===== src/design/pwm_pkg.sv =====
// Shared constants, register codes and the command/status structs of the pooling core.
// Used by the controller, the datapath, the top level and the port checker.
// Depends on nothing.
package pwm_pkg;

  // Line store geometry: MaxWindow rows of MaxMapWidth pixels, both powers of two.
  localparam int MaxMapWidth  = 256;
  localparam int MaxWindow    = 8;
  localparam int MaxMapHeight = 4096;
  localparam int MaxMapCount  = 1024;

  localparam int PixBits       = 16;
  localparam int ColBits       = $clog2(MaxMapWidth);
  localparam int WinCntBits    = $clog2(MaxWindow);
  localparam int StoreDepth    = MaxWindow * MaxMapWidth;
  localparam int StoreAddrBits = $clog2(StoreDepth);
  localparam int RowBits       = $clog2(MaxMapHeight);
  localparam int MapBits       = $clog2(MaxMapCount);

  // Register widths.
  localparam int MapWidthBits  = 9;
  localparam int MapHeightBits = 13;
  localparam int WinBits       = 4;
  localparam int StrideBits    = 4;
  localparam int MapCountBits  = 11;
  localparam int CfgDataBits   = 13;
  localparam int CfgIndexBits  = 3;

  // Register reset values.
  localparam int MapWidthReset  = 32;
  localparam int MapHeightReset = 32;
  localparam int WinReset       = 2;
  localparam int StrideReset    = 2;
  localparam int MapCountReset  = 1;

  // Window arithmetic: area up to MaxWindow squared, sum of up to that many pixels.
  localparam int KkBits   = 2 * WinCntBits + 1;
  localparam int SumBits  = PixBits + 2 * WinCntBits + 1;
  localparam int MagBits  = SumBits - 1;
  localparam int StepBits = $clog2(MagBits);

  localparam int PhaseSteps = RowBits;
  localparam int DivSteps   = MagBits;

  localparam logic signed [PixBits-1:0] MinPixel = -16'sd32768;
  localparam logic PoolMax = 1'b0;
  localparam logic PoolAvg = 1'b1;

  typedef enum logic [CfgIndexBits-1:0] {
    REG_MAP_WIDTH     = 3'd0,
    REG_MAP_HEIGHT    = 3'd1,
    REG_WINDOW_SIZE   = 3'd2,
    REG_WINDOW_STRIDE = 3'd3,
    REG_POOL_MODE     = 3'd4,
    REG_MAP_COUNT     = 3'd5
  } cfg_reg_e;

  typedef struct packed {
    logic accept;
    logic phase_start;
    logic phase_step;
    logic phase_done;
    logic rd_step;
    logic div_start;
    logic div_step;
    logic out_load;
  } pwm_cmd_t;

  typedef struct packed {
    logic dirty;
    logic emit;
    logic rd_last;
    logic avg_mode;
  } pwm_sts_t;

endpackage


===== src/design/pwm_ctrl.sv =====
// Controller state machine of the pooling core: handshakes, read sweep, divide and output load.
// Depends on pwm_pkg; drives the datapath through pwm_cmd_t and watches pwm_sts_t.
module pwm_ctrl (
  input  logic              clk_i,
  input  logic              rst_ni,
  input  logic              s_axis_tvalid_i,
  output logic              s_axis_tready_o,
  output logic              m_axis_tvalid_o,
  input  logic              m_axis_tready_i,
  input  pwm_pkg::pwm_sts_t sts_i,
  output pwm_pkg::pwm_cmd_t cmd_o
);
  import pwm_pkg::*;

  typedef enum logic [2:0] {
    ST_IDLE,
    ST_PHASE,
    ST_READ,
    ST_LAST,
    ST_PREP,
    ST_DIV,
    ST_OUT
  } state_e;

  state_e               state_q, state_d;
  logic [StepBits-1:0]  cnt_q, cnt_d;
  logic                 out_valid_q, out_valid_d;
  pwm_cmd_t             cmd;
  logic                 tready;

  always_comb begin
    cmd     = '0;
    state_d = state_q;
    cnt_d   = cnt_q;
    tready  = 1'b0;
    unique case (state_q)
      ST_IDLE: begin
        if (sts_i.dirty) begin
          cmd.phase_start = 1'b1;
          cnt_d           = '0;
          state_d         = ST_PHASE;
        end else begin
          tready = 1'b1;
          if (s_axis_tvalid_i) begin
            cmd.accept = 1'b1;
            if (sts_i.emit) begin
              state_d = ST_READ;
            end
          end
        end
      end
      ST_PHASE: begin
        cmd.phase_step = 1'b1;
        if (cnt_q == StepBits'(PhaseSteps - 1)) begin
          cmd.phase_done = 1'b1;
          state_d        = ST_IDLE;
        end else begin
          cnt_d = cnt_q + StepBits'(1);
        end
      end
      ST_READ: begin
        cmd.rd_step = 1'b1;
        if (sts_i.rd_last) begin
          state_d = ST_LAST;
        end
      end
      // The last read word lands in the accumulators at the end of this cycle.
      ST_LAST: begin
        state_d = ST_PREP;
      end
      ST_PREP: begin
        cmd.div_start = 1'b1;
        cnt_d         = '0;
        state_d       = sts_i.avg_mode ? ST_DIV : ST_OUT;
      end
      ST_DIV: begin
        cmd.div_step = 1'b1;
        if (cnt_q == StepBits'(DivSteps - 1)) begin
          state_d = ST_OUT;
        end else begin
          cnt_d = cnt_q + StepBits'(1);
        end
      end
      ST_OUT: begin
        if (!out_valid_q || m_axis_tready_i) begin
          cmd.out_load = 1'b1;
          state_d      = ST_IDLE;
        end
      end
      default: begin
        state_d = ST_IDLE;
      end
    endcase
  end

  always_comb begin
    if (cmd.out_load) begin
      out_valid_d = 1'b1;
    end else if (m_axis_tready_i) begin
      out_valid_d = 1'b0;
    end else begin
      out_valid_d = out_valid_q;
    end
  end

  always_ff @(posedge clk_i or negedge rst_ni) begin
    if (!rst_ni) begin
      state_q     <= ST_IDLE;
      cnt_q       <= '0;
      out_valid_q <= 1'b0;
    end else begin
      state_q     <= state_d;
      cnt_q       <= cnt_d;
      out_valid_q <= out_valid_d;
    end
  end

  assign cmd_o           = cmd;
  assign s_axis_tready_o = tready;
  assign m_axis_tvalid_o = out_valid_q;

endmodule


===== config.mk =====
export PLATFORM = sky130hd
export DESIGN_NAME = pwm_ctrl
export DESIGN_NICKNAME = d
export VERILOG_FILES = /design/src/design/pwm_pkg.sv /design/src/design/pwm_ctrl.sv
export SDC_FILE = /design/constraint.sdc
export NUM_CORES = 1
export LEC_CHECK = 0
export BUFFER_PORTS_ARGS = -buffer_cell sky130_fd_sc_hd__buf_2
export CAP_MARGIN = 20
export CORE_MARGIN = 1.5
export CORE_UTILIZATION = 49
export CTS_CLUSTER_DIAMETER = 80
export CTS_CLUSTER_SIZE = 40
export DETAILED_ROUTE_END_ITERATION = 7
export PLACE_DENSITY = 0.81
export SYNTH_ARGS = -nofsm -noshare
export SYNTH_HDL_FRONTEND = slang
export SYNTH_SLANG_ARGS = --single-unit

===== constraint.sdc =====
create_clock -name clk_i -period 2.4 [get_ports clk_i]
set_input_delay 0.36 -clock clk_i [delete_from_list [all_inputs] [get_ports clk_i]]
set_output_delay 0.36 -clock clk_i [all_outputs]
set_load 0.005 [all_outputs]

==> qor.yml, run 1 <==
timing.critical_path.cells: "ha_1 > and4bb_2 > a311oi_2 > and2_1 > o221ai_1"
synth-seq-area-share_pct: 35.3
grt_max_degree: 17
io_pins: 18
antenna_found_initial: 0
p_per_area_nw_per_um2: 1110
die_y_um: 39.1
grt_pass1_vias: 515
path_max_fanout: 7
htreeDepth: 1
clock_skew_ns: 0.00482
multi_input_area_um2: 357
grt_pass1_wl_um: 2350
port-buffer-count: 17
hpwl_um: 1050
vias: 602
crit_path_max_incr_delay_ns: 0.44
finalHoldViolations: 0
p_clk_share_pct: 14.2
worstSetupPathType: "reg2reg"
num_rows: 12
cp-end-kind: "register"
drive_gt1_share_pct: 28.9
synth_cell_types: 35
antenna_cells: 0
fmax_mhz: 484
synth_area_leader_cell: "dfrtp_1"
syn_to_final_growth_pct: 17.1
ys_warn_count: 0
worstSetupEndpoint: "cnt_q[2]"
viasPerCell: 5.79
rsz0062_at_grt: "false"
finalCritPeriodShare_pct: 86.1
r2r.worst_path.cells: 5
insertion_delay_ns: 0.26
synth_most_common_cell: "dfrtp_1"
power.total_uw: 826
worstMarginPinSlew_ns: 0.516
cp_data_arrival_time_ns: 2.18
tns_ns: 0
clk_pin_slew_ns: 0.06
ant_nets: 0
ctsResizeCount: 0
cts_made_buffers: 3
whs_path_depth: 3
r2r-end: "cnt_q[2]"
path_buf_inv: 0
routed_wl_um: 1420
finalSetupViolCount: 0
n_fill_cell: 104
startpoint: "cnt_q[0]"
sequentialPowerShare_pct: 41.0
r2r_slack_ns: 0.33
slowest_stage: "a311oi_2"
synth_edf_count: 0
dieArea_um2: 1530
synth_flop_cell: "dfrtp_1"
p_comb_share_pct: 44.8
ir_drop_v: 0.000576
max-cap-violations: 0
syn_inst: 73
swShare_pct: 45.6
cts_hold_buf: 1
grt_usage_pct: 23.8
regArea_um2: 225
start_kind: "register"
syn_nets: 83
power_switching_uw: 377
nNetsFinal: 101
place.gp.congestion: 0.725
relSlewSlack_pct: 65.6
cts_tree: "built"
leakage_nw: 0.355
die_width_um: 39.1
root_buffer: "clkbuf_4"
initial_core_util_pct: 55.2
cts_buffer_depth: 2
synth-seq-cells: 9
first_iter_violations: 24
power.internal_uw: 449
yosysTopAreaCellShare_pct: 35.3
critical_path_required_ns: 2.52
yosys-top-cells-count: "dfrtp_1 (9), nand2_1 (7), inv_1 (6), nor3_1 (6)"
grt_overflow: 0
min_period_ns: 2.07
async_reset_ff_share_pct: 100
syn_area_per_cell_um2: 8.74
holdCritPathClass: "in2reg"
drv_slew: 0
coreArea_um2: 1160
cts_setup_buffers: 0
ys_top_cells_by_area: "dfrtp_1 (35%), nor3_1 (4.7%), nand2_1 (4.1%)"
drc_errors: 0
dr.pass1.iters: 4
post_drt_wl_per_cell_um: 13.7
cp_top_family: "compound AO/OA/AOI/OAI gates"
status: "completed"
cts_sinks: 9
r2r-start: "cnt_q[0]"
syn-cell-area_um2: 638
cp.depth: 5
metal layers:
layer,track usage [%],part of all wire (%),vias to the layer above
met1,31.5,48,278
met3,6.94,4.9,2
met2,35.4,46,21
li1,-,-,301
met5,0,0,-
met4,10.3,0.70,0
kinds of logic (layout without fill, tap and decap cells):
group	after synthesis	in the layout	share of synthesized area (%)
and+or+nand+nor	31	31	28.4
AOI/OAI and AO/OA	17	17	20.4
buffers and inverters	12	29	8.82
DFF	9	9	35.3
adders and majority gates	2	2	3.92
muxes	2	2	3.14
cell usage in the layout, fill, tap and decap left out, types with 2 or more instances in the layout:
cell type / n
nand3_1: 3
o21ai_1: 2
clkbuf_4: 3
nand2b_1: 2
and2_1: 4
buf_2: 17
mux2i_1: 2
ha_1: 2
dfrtp_1: 9
inv_1: 6
o21ai_0: 4
nand2_1: 7
nor3_1: 6
power by group through the flow:
stage | sequential, mW | combinational (mW) | clock, mW
floorplan | 0.272 | 0.336 | 0
global placement | 0.333 | 0.359 | 0
detailed placement | 0.337 | 0.367 | 0
CTS | 0.334 | 0.370 | 0.121
global route | 0.350 | 0.419 | 0.131
finish | 0.339 | 0.370 | 0.117
registers in the layout (all words and copies together), names as in the netlist:
register         cells
cnt_q                5
m_axis_tvalid_o      1
state_q              3
stage by stage:
| step | cell area (um^2) | hold WS (ns) | instances | utilization [%] | setup WS (ns) |
|---|---|---|---|---|---|
| after floorplan | 638 | 0.0644 | 73 | - | 0.606 |
| after global placement | 711 | 0.226 | 99 | 61.5 | 0.442 |
| after detailed placement | 711 | 0.224 | 99 | 61.5 | 0.392 |
| after CTS | 747 | 0.412 | 104 | 64.6 | 0.354 |
| after global routing | 747 | 0.446 | 104 | 64.6 | 0.221 |
| final | 747 | 0.419 | 104 | 64.6 | 0.335 |
worst min-delay path: stages:
cell and delay (ns):
buf_2 0.07, nand2b_1 0.15, nand2_1 0.07
area by class of cell:
cell class | count | area share (%)
tap | 14 | 2.35
multi-input combinational | 52 | 47.7
clock buffer | 4 | 3.52
sequential | 9 | 30.2
timing repair buffer | 18 | 12.7
inverter | 7 | 3.52
worst min path at each step:
stage	slack, ns	endpoint	from
after floorplan	0.06	cnt_q[0]	rst_ni
after global placement	0.23	cnt_q[2]	rst_ni
after detailed placement	0.22	cnt_q[2]	rst_ni
after CTS	0.41	m_axis_tvalid_o	m_axis_tready_i
after global routing	0.45	m_axis_tvalid_o	m_axis_tready_i
final	0.42	m_axis_tvalid_o	m_axis_tready_i
No activity file was read; power rests on OpenSTA's default activity.
==> run 2, diff against run 1 <==
--- a/config.mk
+++ b/config.mk
@@ -12,6 +12,7 @@
 export CTS_CLUSTER_DIAMETER = 80
 export CTS_CLUSTER_SIZE = 40
 export DETAILED_ROUTE_END_ITERATION = 7
+export MAX_ROUTING_LAYER = met4
 export PLACE_DENSITY = 0.81
 export SYNTH_ARGS = -nofsm -noshare
 export SYNTH_HDL_FRONTEND = slang
==> run 2 against run 1 <==
  * Clock skew hardly changed
  * Combinational power hardly changed
  * Non-clock buffer count stayed put
  * Critical path depth stayed put
  * Global-route usage is 0.59 points higher
  * First-iteration DRC count is 4.2% higher
  * Highest routed layer unchanged
  * Critical endpoint unchanged
  * Setup slack better by 0.021 ns
==> qor.yml, run 2 (same netlist as run 1, synthesis figures left out) <==
worstSetupPathType: "reg2reg"
die_y_um: 39.1
fin_area_um2: 747
grt_pass1_vias: 517
rsz0062_at_grt: "false"
first_iter_violations: 25
path_max_fanout: 7
grt_pass1_wl_um: 2350
insertion_delay_ns: 0.26
nNetsFinal: 101
port-buffer-count: 17
worstMarginPinSlew_ns: 0.505
grt_overflow: 0
finalHoldViolations: 0
status: "completed"
critical_path_required_ns: 2.52
ir_drop_v: 0.000573
max-cap-violations: 0
post_drt_wl_per_cell_um: 13.5
num_rows: 12
final_common_cell: "buf_2"
grt_max_degree: 17
cp_data_arrival_time_ns: 2.17
p_per_area_nw_per_um2: 1100
holdCritPathClass: "in2reg"
fmax_mhz: 489
hpwl_um: 1050
drive_gt1_share_pct: 28.9
fin_util_pct: 64.6
viasPerCell: 5.75
r2r.worst_path.cells: 5
finalCritPeriodShare_pct: 85.2
grt_usage_pct: 24.4
top_register: "cnt_q"
cts_tree: "built"
power.total_uw: 823
die_width_um: 39.1
postPlaceCellArea_um2: 711
cts_sinks: 9
cts_made_buffers: 3
drc_errors: 0
root_buffer: "clkbuf_4"
ant_nets: 0
clk_pin_slew_ns: 0.06
coreArea_um2: 1160
cts_buffer_depth: 2
dieArea_um2: 1530
largest_reg_flops: 5
antenna_found_initial: 0
place.gp.congestion: 0.734
routed_wl_um: 1400
antenna_cells: 0
drv_slew: 0
mostFrequentLayoutCells: "buf_2 (17), dfrtp_1 (9), nand2_1 (7), inv_1 (6), nor3_1 (6)"
initial_core_util_pct: 55.2
vias: 598
relSlewSlack_pct: 66.3
leakage_nw: 0.355
finalSetupViolCount: 0
syn_to_final_growth_pct: 17.1
htreeDepth: 1
clock_skew_ns: 0.00471
dr.pass1.iters: 4
tns_ns: 0
cp-end-kind: "register"
min_period_ns: 2.04
io_pins: 18
whs_path_depth: 3
start_kind: "register"
==> run 2: cell counts in the layout (fill, tap and decap cells not counted) <==
No cell type changed its count.
==> run 2: timing repair <==
item / in CTS / in global routing
gates resized for setup: 0 / 0
buffers inserted: 0 / 0
hold endpoints to repair: 9 / 0
hold buffers: 1 / 0
==> run 2: cell type report <==
class	instances	area, um^2
Fill cell	104	409
Multi-Input combinational cell	52	357
Sequential cell	9	225
Timing Repair Buffer	18	95.1
Clock buffer	4	26.3
Tap cell	14	17.5
Inverter	7	26.3
==> run 2: routing by layer <==
| layer | wire, um | up-vias | global-route usage [%] |
|---|---|---|---|
| met5 | 0 | - | - |
| met4 | 10 | 0 | 10.3 |
| met3 | 43 | 2 | 6.94 |
| met2 | 677 | 15 | 35.4 |
| met1 | 669 | 280 | 31.5 |
| li1 | - | 301 | - |
==> run 2: worst paths after layout <==
kind                                       from               to  slack, ns
min in group asynchronous                rst_ni         cnt_q[2]       0.49
worst max register to register         cnt_q[0]         cnt_q[2]       0.36
worst min-delay path            m_axis_tready_i  m_axis_tvalid_o       0.42
worst max-delay path                   cnt_q[0]         cnt_q[2]       0.36
max in group asynchronous                rst_ni         cnt_q[0]       1.72
worst min register to register  m_axis_tvalid_o  m_axis_tvalid_o       0.54
==> run 2: power breakdown <==
part	leakage [nW]	total, mW	switching [mW]	internal (mW)
clock network	0.0150	0.117	0.0533	0.0641
registers	0.118	0.337	0.126	0.211
logic	0.222	0.368	0.194	0.174
total	0.355	0.823	0.373	0.449
==> run 2: critical path, stage by stage (launching register included) <==
cell	delay [ns]
dfrtp_1	0.42
ha_1	0.27
and4bb_2	0.26
a311oi_2	0.44
and2_1	0.34
o221ai_1	0.17
==> run 2: metrics by stage <==
stage / worst slack, ns / std cells / hold slack, ns
after floorplan: 0.606 / 73 / 0.0644
after global placement: 0.442 / 99 / 0.226
after detailed placement: 0.392 / 99 / 0.224
after CTS: 0.354 / 104 / 0.412
after global routing: 0.221 / 104 / 0.446
final: 0.356 / 104 / 0.419
